[src/rtl/assert_macros.svh]
// ----------------------------------------------------------------------------
// Assertion macros
// Shared concurrent assertion wrappers; they compile away under SYNTHESIS.
// ----------------------------------------------------------------------------
`ifndef ASSERT_MACROS_SVH
`define ASSERT_MACROS_SVH
`ifndef SYNTHESIS
// Same-cycle implication, sampled on the rising clock edge, off during reset.
`define CNA_ASSERT_IMP(lbl, clk, rst_n, ante, cons) \
    lbl: assert property (@(posedge clk) disable iff (!rst_n) (ante) |-> (cons)) \
        else $error("same-cycle check failed");
// Next-cycle implication, sampled on the rising clock edge, off during reset.
`define CNA_ASSERT_NXT(lbl, clk, rst_n, ante, cons) \
    lbl: assert property (@(posedge clk) disable iff (!rst_n) (ante) |=> (cons)) \
        else $error("next-cycle check failed");
`else
`define CNA_ASSERT_IMP(lbl, clk, rst_n, ante, cons)
`define CNA_ASSERT_NXT(lbl, clk, rst_n, ante, cons)
`endif
`endif

[src/rtl/cna_pkg.sv]
// ----------------------------------------------------------------------------
// cna_pkg
// Types, codes and helper functions shared by the complex ALU files.
// ----------------------------------------------------------------------------
`default_nettype none
package cna_pkg;

    localparam logic [1:0] OP_ADD = 2'd0;
    localparam logic [1:0] OP_SUB = 2'd1;
    localparam logic [1:0] OP_MUL = 2'd2;
    localparam logic [1:0] OP_DIV = 2'd3;

    localparam logic [1:0] ST_OK   = 2'd0;
    localparam logic [1:0] ST_SAT  = 2'd1;
    localparam logic [1:0] ST_DIVZ = 2'd2;

    // Quotient bits kept by the divider; anything at or above 2^17 saturates.
    localparam int QUOT_BITS = 17;

    localparam int QDEPTH  = 4;
    localparam int QPTR_W  = 2;
    localparam int QCNT_W  = 3;

    typedef struct packed {
        logic [1:0]         func;
        logic signed [15:0] a_re;
        logic signed [15:0] a_im;
        logic signed [15:0] b_re;
        logic signed [15:0] b_im;
        logic               b_zero;
    } cna_item_t;

    typedef struct packed {
        logic              valid;
        logic              full;
        logic [QCNT_W-1:0] count;
    } cna_qstat_t;

    typedef struct packed {
        logic        sat;
        logic [15:0] val;
    } cna_part_t;

    // Magnitude of a 33-bit signed value.
    function automatic logic [32:0] abs33(input logic signed [32:0] v);
        logic [32:0] r;
        r = v[32] ? 33'(-v) : 33'(v);
        return r;
    endfunction

    // Clamp a sign and magnitude pair to the signed 16-bit range.
    function automatic cna_part_t clamp_part(input logic neg, input logic [32:0] mag);
        cna_part_t p;
        if (!neg) begin
            p.sat = (mag > 33'd32767);
            p.val = p.sat ? 16'h7fff : mag[15:0];
        end
        else begin
            p.sat = (mag > 33'd32768);
            p.val = p.sat ? 16'h8000 : 16'(~mag[15:0] + 16'd1);
        end
        return p;
    endfunction

endpackage
`default_nettype wire

[src/rtl/cna_in_if.sv]
// ----------------------------------------------------------------------------
// cna_in_if
// Operand channel: valid/ready handshake with operation code and operands.
// ----------------------------------------------------------------------------
`default_nettype none
interface cna_in_if;
    logic               valid;
    logic               ready;
    logic [1:0]         func;
    logic signed [15:0] a_re;
    logic signed [15:0] a_im;
    logic signed [15:0] b_re;
    logic signed [15:0] b_im;

    modport source (output valid, func, a_re, a_im, b_re, b_im, input ready);
    modport sink (input valid, func, a_re, a_im, b_re, b_im, output ready);
endinterface
`default_nettype wire

[src/rtl/cna_front.sv]
// ----------------------------------------------------------------------------
// cna_front
// Accepts operand transfers and tags each with a zero-divisor flag.
// ----------------------------------------------------------------------------
`default_nettype none
module cna_front (
    cna_in_if.sink              in_ch,
    input  cna_pkg::cna_qstat_t qstat,
    output cna_pkg::cna_item_t  item,
    output logic                push
);
    import cna_pkg::*;

    assign in_ch.ready = !qstat.full;
    assign push        = in_ch.valid && !qstat.full;

    always_comb
    begin
        item.func   = in_ch.func;
        item.a_re   = in_ch.a_re;
        item.a_im   = in_ch.a_im;
        item.b_re   = in_ch.b_re;
        item.b_im   = in_ch.b_im;
        item.b_zero = (in_ch.b_re == 16'sd0) && (in_ch.b_im == 16'sd0);
    end
endmodule
`default_nettype wire

[src/flat_wrapper.sv]
// flat-port wrapper written by rule: the top's interface ports become plain ports
module cna_front_flat import cna_pkg::*;
  (qstat, item, push, in_ch_valid, in_ch_func, in_ch_a_re, in_ch_a_im, in_ch_b_re, in_ch_b_im, in_ch_ready);
  cna_in_if in_ch_i ();
  input  cna_pkg::cna_qstat_t qstat;
  output cna_pkg::cna_item_t item;
  output logic push;
  input wire logic [$bits(in_ch_i.valid)-1:0] in_ch_valid;
  input wire logic [$bits(in_ch_i.func)-1:0] in_ch_func;
  input wire logic [$bits(in_ch_i.a_re)-1:0] in_ch_a_re;
  input wire logic [$bits(in_ch_i.a_im)-1:0] in_ch_a_im;
  input wire logic [$bits(in_ch_i.b_re)-1:0] in_ch_b_re;
  input wire logic [$bits(in_ch_i.b_im)-1:0] in_ch_b_im;
  output wire logic [$bits(in_ch_i.ready)-1:0] in_ch_ready;
  assign in_ch_i.valid = in_ch_valid;
  assign in_ch_i.func = in_ch_func;
  assign in_ch_i.a_re = in_ch_a_re;
  assign in_ch_i.a_im = in_ch_a_im;
  assign in_ch_i.b_re = in_ch_b_re;
  assign in_ch_i.b_im = in_ch_b_im;
  assign in_ch_ready = in_ch_i.ready;
  cna_front u_core (.in_ch(in_ch_i), .qstat(qstat), .item(item), .push(push));
endmodule
[config.mk]
export PLATFORM = sky130hd
export DESIGN_NAME = cna_front_flat
export DESIGN_NICKNAME = d
export VERILOG_FILES = /design/src/rtl/assert_macros.svh /design/src/rtl/cna_pkg.sv /design/src/rtl/cna_in_if.sv /design/src/rtl/cna_front.sv /design/src/flat_wrapper.sv
export SDC_FILE = /design/constraint.sdc
export NUM_CORES = 1
export LEC_CHECK = 0
export ABC_AREA = 1
export CORE_AREA = 5 5 52 54
export DETAILED_ROUTE_END_ITERATION = 10
export DIE_AREA = 0 0 57 59
export DONT_BUFFER_PORTS = 1
export MAX_ROUTING_LAYER = met4
export PLACE_DENSITY = 0.39
export SLEW_MARGIN = 0
export SYNTH_ARGS = -nofsm -noshare
export SYNTH_HDL_FRONTEND = slang
export SYNTH_SLANG_ARGS = --single-unit
[constraint.sdc]
create_clock -name vclk -period 0.8
set_input_delay 0.04 -clock vclk [all_inputs]
set_output_delay 0.04 -clock vclk [all_outputs]
set_load 0.01 [all_outputs]
# Yosys cells after proc, flatten, opt, wreduce, memory -nomap -nowiden
# Index checks and enable logic that the tools add are counted.
# classes
reduce_logical,5
# op_table
op,n
16-bit logical NOT,2
1-bit logical AND,2
1-bit logical NOT,1
# word_totals
ff_bits,0
out_inout_bits,69
word_cells,5

# Logic depth before layout (Yosys ltp)
# logic_depth
ltp_word,2
mapped_depth,5
ltp_nobuf,5

# Worst setup path after synthesis
# OpenSTA, ideal clock, no wires.
# synth_path
kind,input port to output port
startpoint,input port in_ch_b_im[15]
endpoint,output port item[0] (netlist bit)
t_arrival_ns,0.486
required_time_ns,0.760
slack_ns,0.274
cell_stages,5
n_path_buf,0
path_cell_list,nor2_1 -> nand2_1 -> nor2_1 -> nand2_1 -> nor2_1
# synth_lines
item,line,rtl
from (decl),flat_wrapper.sv:13,input wire logic [$bits(in_ch_i.b_im)-1:0] in_ch_b_im;
to (decl),flat_wrapper.sv:6,output cna_pkg::cna_item_t item;

==> metrics.yaml <==
setup_path:
  crit_fanout: 2
  critPathKind: "input port to primary output"
  start_kind: "input port"
  crit_buf_inv: 0
  cp.required_ns: 0.76
  endpoint_kind: "primary output"
  path_cells: "nor2_1 -> nand2_1 -> nor2_1 -> nand2_1 -> nor2_1"
  crit_path_top_delay_cell: "nor2_1"
  critPathTopFamily: "simple AND/OR/NAND/NOR gates"
  crit_top_cell: "nor2_1"
  worst_path_largest_cell_delay_ns: 0.18
  cp.arrival_ns: 0.54
sta:
  final-max-slew-violation-count: 0
  max_clock_freq_mhz: 1730
  hold_viol: 0
  worstMarginPinSlew_ns: 0.210
  slew_headroom_pct: 85.9
  worst_slack_ns: 0.221
  timing.final.crit_share_pct: 72.4
  min_period_ns: 0.579
  rsz0062_at_grt: "false"
  holdWs_ns: 0.0800
  tns_ns: 0
  setup_viol: 0
yosys:
  synthesis.nets: 172
  synth_top_area_share_pct: 79.5
  synth_cell_types: 4
  synthTopCellsByArea: "buf_4 (80%), nor2_1 (13%), nand2_1 (6.0%)"
  synthCells: 100
  synth_commonest_cells: "buf_4 (66), nor2_1 (22), nand2_1 (10)"
  syn_area_per_cell_um2: 6.23
  synth_warnings: 0
  syn_area_um2: 623
  synth-seq-area-share_pct: 0
  yosys.cell_count.top_type: "buf_4"
  synth_top_area_cell: "buf_4"
cells_and_area:
  antenna_cells: 0
  seq_cell_count: 0
  area_growth_syn_to_layout_pct: -73.9
  final-seq-area_um2: 0
  final_cells: 62
  fill_cells: 271
  drive_gt1_share_pct: 0
  clock_buffers: 0
  nets: 108
  design_area_um2: 163
die:
  rows: 17
  start_util_pct: 28.7
  dieArea_um2: 3360
  die_y_um: 59
  die_w_um: 57
  core_um2: 2170
  io_pins: 141
route:
  viasPerCell: 4.42
  drc_errors: 0
  drt-met1-wl_um: 228
  top_layer_used: "met4"
  first_iter_violations: 8
  wl_met2_um: 548
  ant_nets: 0
  num_vias: 274
  routedWlPerCell_um: 17.5
  wl_um: 1080
  wl_met3_um: 278
  first_pass_iters: 2
placement:
  dp_hpwl_um: 1020
  dp_worst_setup_slack_ns: 0.183
  dp_cells: 62
  globalplace.congestion: 0.568
  dpl_cell_area_um2: 163
  port_buffers: 0
pwr:
  power_density_nw_per_um2: 195
  pwr-share-clk_pct: 0
  p_leak_nw: 0.0521
  intPower_w: 0.0000143
  power_switching_w: 0.0000175
  power.share.combinational_pct: 100.0
  peakVddDrop_v: 0.0000280
  switching_share_pct: 55.0
  p_seq_share_pct: 0
grt:
  grt_pass1_wl_um: 1440
  grt.total_usage_pct: 5.35
  grt_max_degree: 3
  antenna_found_initial: 0
  gr-total-overflow: 0
  grt_pass1_vias: 307
worst_hold_path:
  holdPathStages: 0
  min_from: "in_ch_a_im[7]"
  worst_hold_path.endpoint: "item[40]"
  hold_path.class: "input port to primary output"
outcome:
  status: "finished, final reports clean"
flow_run:
  drv_cap: 0
clocking:
  cts_setup_buffers: 0
  cts_resized: 0
  holdBufCountCts: 0
==> cells in the final DEF (no fill, tap or decap), drive strengths merged <==
cell type	synthesis	layout
inv	2	2
nor2	22	22
nand2	10	10
==> cell type report <==
| type | instances | area (µm²) | area share, % |
|---|---|---|---|
| inverters | 2 | 7.51 | 4.62 |
| well taps | 28 | 35.0 | 21.5 |
| multi-input cells | 32 | 120 | 73.8 |
==> power groups by stage <==
stage | Sequential, W | Clock, W | Combinational (W)
final | 0 | 0 | 0.0000318
after global routing | 0 | 0 | 0.0000411
after CTS | 0 | 0 | 0.0000327
after detailed placement | 0 | 0 | 0.0000327
after global placement | 0 | 0 | 0.0000318
after floorplan | 0 | 0 | 0.000369
==> cells by family (layout without fill, tap and decap cells) <==
family / count (synthesis) / in the layout / share of synthesized area, %
buffers and inverters: 68 / 2 / 80.7
AND/OR/NAND/NOR: 32 / 32 / 19.3
==> routing by layer <==
metal / up-vias / track usage [%]
li1: 100 / -
met1: 94 / 4.25
met2: 72 / 9.95
met3: 8 / 3.49
met4: 0 / 1.66
met5: - / -
==> worst max path at each step <==
stage / startpoint / endpoint / slack (ns) / cells after the start
finish: in_ch_b_re[1] / item[0] / 0.22 / 5
global route: in_ch_b_re[3] / item[0] / 0.04 / 5
CTS: in_ch_b_re[9] / item[0] / 0.18 / 5
detailed placement: in_ch_b_re[9] / item[0] / 0.18 / 5
global placement: in_ch_b_re[3] / item[0] / 0.19 / 5
floorplan: in_ch_b_im[15] / item[0] / 0.27 / 5
==> through the flow <==
stage	utilization, %	total power, W
final	7.50	0.0000318
after global routing	7.50	0.0000411
after CTS	7.50	0.0000327
after detailed placement	7.50	0.0000327
after global placement	7.50	0.0000318
after floorplan	-	0.000369
Note: power is estimated with default switching activity, not from simulation.
