$ cat config.mk
export PLATFORM = sky130hd
export DESIGN_NAME = cna_queue
export DESIGN_NICKNAME = d
export VERILOG_FILES = /design/src/rtl/assert_macros.svh /design/src/rtl/cna_pkg.sv /design/src/rtl/cna_queue.sv
export SDC_FILE = /design/constraint.sdc
export NUM_CORES = 1
export LEC_CHECK = 0
export BUFFER_PORTS_ARGS = -buffer_cell sky130_fd_sc_hd__buf_2
export CORE_MARGIN = 8
export CORE_UTILIZATION = 57
export CTS_BUF_LIST = sky130_fd_sc_hd__clkbuf_4 sky130_fd_sc_hd__clkbuf_8 sky130_fd_sc_hd__clkbuf_16
export DETAILED_ROUTE_END_ITERATION = 16
export PLACE_DENSITY = 0.78
export RECOVER_POWER = 50
export SLEW_MARGIN = 20
export SYNTH_ARGS = -nofsm -noshare
export SYNTH_HDL_FRONTEND = slang
export SYNTH_SLANG_ARGS = --single-unit
$ cat constraint.sdc
create_clock -name clk -period 3 [get_ports clk]
set_input_delay 0.3 -clock clk [delete_from_list [all_inputs] [get_ports clk]]
set_output_delay 0.3 -clock clk [all_outputs]
set_load 0.01 [all_outputs]
$ cat src/rtl/assert_macros.svh
// ----------------------------------------------------------------------------
// Assertion macros
// Shared concurrent assertion wrappers; they compile away under SYNTHESIS.
// ----------------------------------------------------------------------------
`ifndef ASSERT_MACROS_SVH
`define ASSERT_MACROS_SVH
`ifndef SYNTHESIS
// Same-cycle implication, sampled on the rising clock edge, off during reset.
`define CNA_ASSERT_IMP(lbl, clk, rst_n, ante, cons) \
    lbl: assert property (@(posedge clk) disable iff (!rst_n) (ante) |-> (cons)) \
        else $error("same-cycle check failed");
// Next-cycle implication, sampled on the rising clock edge, off during reset.
`define CNA_ASSERT_NXT(lbl, clk, rst_n, ante, cons) \
    lbl: assert property (@(posedge clk) disable iff (!rst_n) (ante) |=> (cons)) \
        else $error("next-cycle check failed");
`else
`define CNA_ASSERT_IMP(lbl, clk, rst_n, ante, cons)
`define CNA_ASSERT_NXT(lbl, clk, rst_n, ante, cons)
`endif
`endif

$ cat src/rtl/cna_pkg.sv
// ----------------------------------------------------------------------------
// cna_pkg
// Types, codes and helper functions shared by the complex ALU files.
// ----------------------------------------------------------------------------
`default_nettype none
package cna_pkg;

    localparam logic [1:0] OP_ADD = 2'd0;
    localparam logic [1:0] OP_SUB = 2'd1;
    localparam logic [1:0] OP_MUL = 2'd2;
    localparam logic [1:0] OP_DIV = 2'd3;

    localparam logic [1:0] ST_OK   = 2'd0;
    localparam logic [1:0] ST_SAT  = 2'd1;
    localparam logic [1:0] ST_DIVZ = 2'd2;

    // Quotient bits kept by the divider; anything at or above 2^17 saturates.
    localparam int QUOT_BITS = 17;

    localparam int QDEPTH  = 4;
    localparam int QPTR_W  = 2;
    localparam int QCNT_W  = 3;

    typedef struct packed {
        logic [1:0]         func;
        logic signed [15:0] a_re;
        logic signed [15:0] a_im;
        logic signed [15:0] b_re;
        logic signed [15:0] b_im;
        logic               b_zero;
    } cna_item_t;

    typedef struct packed {
        logic              valid;
        logic              full;
        logic [QCNT_W-1:0] count;
    } cna_qstat_t;

    typedef struct packed {
        logic        sat;
        logic [15:0] val;
    } cna_part_t;

    // Magnitude of a 33-bit signed value.
    function automatic logic [32:0] abs33(input logic signed [32:0] v);
        logic [32:0] r;
        r = v[32] ? 33'(-v) : 33'(v);
        return r;
    endfunction

    // Clamp a sign and magnitude pair to the signed 16-bit range.
    function automatic cna_part_t clamp_part(input logic neg, input logic [32:0] mag);
        cna_part_t p;
        if (!neg) begin
            p.sat = (mag > 33'd32767);
            p.val = p.sat ? 16'h7fff : mag[15:0];
        end
        else begin
            p.sat = (mag > 33'd32768);
            p.val = p.sat ? 16'h8000 : 16'(~mag[15:0] + 16'd1);
        end
        return p;
    endfunction

endpackage
`default_nettype wire

$ cat src/rtl/cna_queue.sv
// ----------------------------------------------------------------------------
// cna_queue
// Short FIFO that decouples the front end from the execution pipeline.
// ----------------------------------------------------------------------------
`default_nettype none
module cna_queue (
    input  logic                clk,
    input  logic                rst_n,
    input  logic                push,
    input  cna_pkg::cna_item_t  wr_item,
    input  logic                pop,
    output cna_pkg::cna_item_t  rd_item,
    output cna_pkg::cna_qstat_t qstat
);
    import cna_pkg::*;

    cna_item_t         mem_reg [0:QDEPTH-1];
    logic [QPTR_W-1:0] wr_ptr_reg;
    logic [QPTR_W-1:0] rd_ptr_reg;
    logic [QCNT_W-1:0] cnt_reg;
    logic [QCNT_W-1:0] cnt_next;

    always_comb
    begin
        cnt_next = cnt_reg;
        if (push && !pop)
        begin
            cnt_next = cnt_reg + QCNT_W'(1);
        end
        else if (pop && !push)
        begin
            cnt_next = cnt_reg - QCNT_W'(1);
        end
    end

    always_ff @(posedge clk or negedge rst_n)
    begin
        if (!rst_n)
        begin
            wr_ptr_reg <= '0;
            rd_ptr_reg <= '0;
            cnt_reg    <= '0;
        end
        else
        begin
            if (push)
            begin
                wr_ptr_reg <= wr_ptr_reg + QPTR_W'(1);
            end
            if (pop)
            begin
                rd_ptr_reg <= rd_ptr_reg + QPTR_W'(1);
            end
            cnt_reg <= cnt_next;
        end
    end

    always_ff @(posedge clk)
    begin
        if (push)
        begin
            mem_reg[wr_ptr_reg] <= wr_item;
        end
    end

    assign rd_item     = mem_reg[rd_ptr_reg];
    assign qstat.valid = (cnt_reg != '0);
    assign qstat.full  = (cnt_reg == QCNT_W'(QDEPTH));
    assign qstat.count = cnt_reg;
endmodule
`default_nettype wire

* Yosys cells after proc, flatten, opt, wreduce, memory -nomap -nowiden
Memories as Yosys holds them, arrays and structs flattened.
Index checks and enable logic that the tools add are counted.
Widths: inputs -> output; s select.
** Storage, ports and cells
- Word-level logic and storage cells :: 19
- Input bits :: 71
- Memories kept :: 1
- Flip-flop bits (word level) :: 7
- Memory bits (writable) :: 268
- Output and inout port bits :: 72
** Memories
- mem_reg :: words 4, width 67, read ports 1, clocked after Yosys merged registers in 0, wr ports 1, RTL line cna_queue.sv:17 : cna_item_t mem_reg [0:QDEPTH-1];
** Cells by class
- $add $sub $neg :: 4
- Mux-type cells :: 4
- Equality and inequality tests :: 1
- Reductions and logical operators :: 6
** Operator list (number)
- $mux 3 :: 2
- $add 2x1->2 const B :: 2
- $add 3x1->3 const B :: 1
- $eq 3x3->1 const B :: 1
- $reduce_bool 3->1 :: 1
- $sub 3x1->3 const B :: 1
- $logic_and 1x1->1 :: 2
- $logic_not 1->1 :: 2
- $mux 1 :: 2
- $reduce_bool 2->1 :: 1

* Longest topological paths before layout
- Depth after elaboration :: 4
- Depth in mapped cells :: 7
- Gate-level depth less buffers :: 7

* Worst setup path before layout
No wires, ideal clock.
- Kind :: reg2reg
- Start :: reg wr_ptr_reg[0]
- End :: mem mem_reg[2][0] (netlist bit), enable pin
- Library setup time :: 0.432 ns
- Stages on the path, launching flop included :: 4
- Arrival :: 2.188 ns
- Buffers on the path :: 0
- Required time :: 2.568 ns
- Period minus slack after synthesis :: 2.620 ns
- Setup slack :: 0.380 ns
- Path through :: dfrtp_1 -> inv_1 -> ha_1 -> and2_1
** RTL lines
- start: declaration :: RTL line cna_queue.sv:18 : logic [QPTR_W-1:0] wr_ptr_reg;
- start signal: assignment :: RTL line cna_queue.sv:48 : wr_ptr_reg <= wr_ptr_reg + QPTR_W'(1);
- end: declaration :: RTL line cna_queue.sv:17
Straight into the memory's write port.

==> results.txt <==
Max Clock Skew -> 0.00791 ns
I/O pins -> 143
Critical Path Start Type -> flip-flop
H-tree depth -> 1
RSZ-0062 raised after global routing -> false
Critical path fanouts, max -> 36
Clk buf depth -> 3
Switching power -> 3.35 mW
Fin Setup TNS -> 0 ns
Placer Congestion -> 0.668
Clk_lat worst skew -> 0.50 ns
CTS sink cnt -> 275
Combinational power share -> 27.8%
Crit path DAT -> 2.21 ns
Slowest CP cell -> dfrtp_4
DR vias/cell -> 5.63
Largest net degree at the start of global routing -> 45
Num rows -> 48
Commonest non-fill, non-tap cell in the layout -> edfxtp_1
Core area -> 17300 sq um
Worst path bufs/invs -> 2
Clock power frac -> 26.4%
Cell Area, Placed -> 11100 sq um
Final worst setup slack -> 0.487 ns
DP Worst Slack -> 0.975 ns
Final #Nets -> 663
Initial antenna violation count -> 0
Status -> finished, final reports clean
Commonest cells after routing, fill and taps aside -> 268 x edfxtp_1, 71 x clkbuf_1, 71 x buf_2
Min Clock Period, post-route -> 2.51 ns
Post-Syn Instances -> 385
Share of cells above drive strength 1 -> 31.5%
Post-route ant nets -> 0
Total inserted antenna cells -> 0
Vias in the first global route -> 5258
Clock transition at the registers of the reported paths -> 0.06 ns
Synthesized area -> 10100 sq um
Sequential fraction of the synthesis area -> 81.6%
Switching part of the total -> 28.5%
Critical path cell sequence -> buf_12, mux4_2, buf_2
Routed Wire Length -> 19400 um
Iter 0 DRT Violations -> 315
Reg area -> 8230 sq um
Final instance area -> 12200 sq um
Gr ovfl total -> 0
Delay-heaviest family, CP -> flip-flops
PostCTS Resize Cnt -> 0
CTS buffer count -> 27
Largest register FFs -> 268
# setup viols final -> 0
Dpl hpwl -> 11600 um
Internal power -> 8.43 mW
GRT Total Usage -> 17.4%
1st-pass router iterations -> 4
Yosys top cell by area -> edfxtp_1
WL/cell -> 23.3 um
F_max -> 0.398 GHz
Starting Density -> 58.2%
Syn. warnings -> 0
Multi-input gate area -> 1720 sq um
Routed via count -> 4669
Register bit total from synthesis -> 275
Final Hold Vio Count -> 0
CP Capture Type -> primary output
Slowest stage delay, CP -> 0.60 ns
Max_slew headroom -> 12.9%
Pwr dens -> 965 nW/um^2
Die X -> 149 um
Hold Path Class -> input pin to flip-flop
First-pass GRT wire length -> 29600 um
CTS root buffer -> clkbuf_16
Fin crit share -> 83.8%
Synthesized Nets -> 462
DRC Markers -> 0
Mean Syn Cell Area -> 26.2 sq um
Flop2flop setup slack -> 0.60 ns
Max cap viols -> 0
Max VDD drop -> 697 uV
Buffers on Ports -> 142
Crit path required time -> 2.70 ns
Die Y -> 149 um
Leak -> 4.07 nW
Top post-synthesis cells by area -> edfxtp_1 80%, mux4_2 15%, dfrtp_1 1.7%, ha_1 0.62%, buf_12 0.40%
Share of power burned in registers -> 45.8%
Yosys cell types -> 20
CP Class -> flip-flop to primary output
Fill cells -> 1071
Die footprint -> 22200 sq um
Area share of the largest cell type after synthesis -> 79.9%
Synth-to-layout area growth -> 21.2%
Worst-margin pin slew -> 1.31 ns
CTS tree -> yes
Max-slew violations -> 0
==> power groups by stage <==
stage	Clock [mW]	Combinational, mW	Sequential (mW)
6_report	3.11	3.28	5.39
3_5_place_dp	0	3.33	5.47
5_1_grt	3.31	3.54	5.46
4_1_cts	3.16	3.40	5.40
3_3_place_gp	0	3.29	5.40
2_1_floorplan	0	2.26	5.27
==> final timing paths <==
path                       cells past startpoint                 startpoint                         to
max                                            3  rd_ptr_reg[0]$_DFFE_PN0P_                rd_item[50]
min                                            1                wr_item[36]   mem_reg[2][36]$_DFFE_PP_
max reg2reg                                    4  wr_ptr_reg[1]$_DFFE_PN0P_    mem_reg[1][8]$_DFFE_PP_
min reg2reg                                    1     cnt_reg[2]$_DFFE_PN0P_     cnt_reg[2]$_DFFE_PN0P_
max in group asynchronous                      2                      rst_n  rd_ptr_reg[0]$_DFFE_PN0P_
min in group asynchronous                      2                      rst_n     cnt_reg[1]$_DFFE_PN0P_
==> cells in the mapped netlist (all sizes together) <==
cell type	instances
dfrtp	7
clkbuf	3
or3	1
mux2	1
and2	4
xor2	4
o21ai	1
fa	1
inv	4
nor2	1
nand2	2
edfxtp	268
ha	5
nor3b	1
buf	13
mux4	67
xnor2	2
==> cell type report <==
class	count	area share [%]
multi-input combinational	90	14.1
tap	225	2.31
sequential	275	67.4
clock inverter	19	1.20
clock buffer	28	5.60
inverter	4	0.123
timing repair buffer	188	9.32
==> metrics by stage <==
stage                     std cells  util (%)  total power, mW  hold slack [ns]
final                           829      70.6             11.8           0.0653
after floorplan                 385         -             7.53          0.00441
after detailed placement        744      64.1             8.80            0.157
after global routing            829      70.6             12.3           0.0664
after global placement          744      64.1             8.69            0.145
after CTS                       829      71.1             12.0         0.000175
==> cell families (layout without fill, tap and decap cells) <==
family,after synthesis,in the layout,share of synthesized area (%)
XOR/XNOR,6,6,0.522
AND/OR/NAND/NOR,9,9,0.497
buffers and inverters,20,239,1.37
adder cells (fa/ha/maj),6,6,0.820
AO/OA/AOI/OAI,1,1,0.0496
flip-flops,275,275,81.6
multiplexers,68,68,15.1
==> what timing repair did <==
| item | 4_1_cts | 5_1_grt |
|---|---|---|
| setup buffers | 0 | 0 |
| endpoints found under the hold margin | 152 | 0 |
| hold buffers | 38 | 0 |
==> layer usage <==
layer  share of wire [%]  global-route usage (%)  routed length (um)  vias up
met2                  54                    31.8               10500      160
met1                  38                    20.7                7290     2434
li1                    -                       -                   -     2052
met4                 1.2                    3.48                 235        0
met3                 6.7                    4.19                1290       23
met5                   0                       0                   0        -
(Power assumes the default switching activity.)
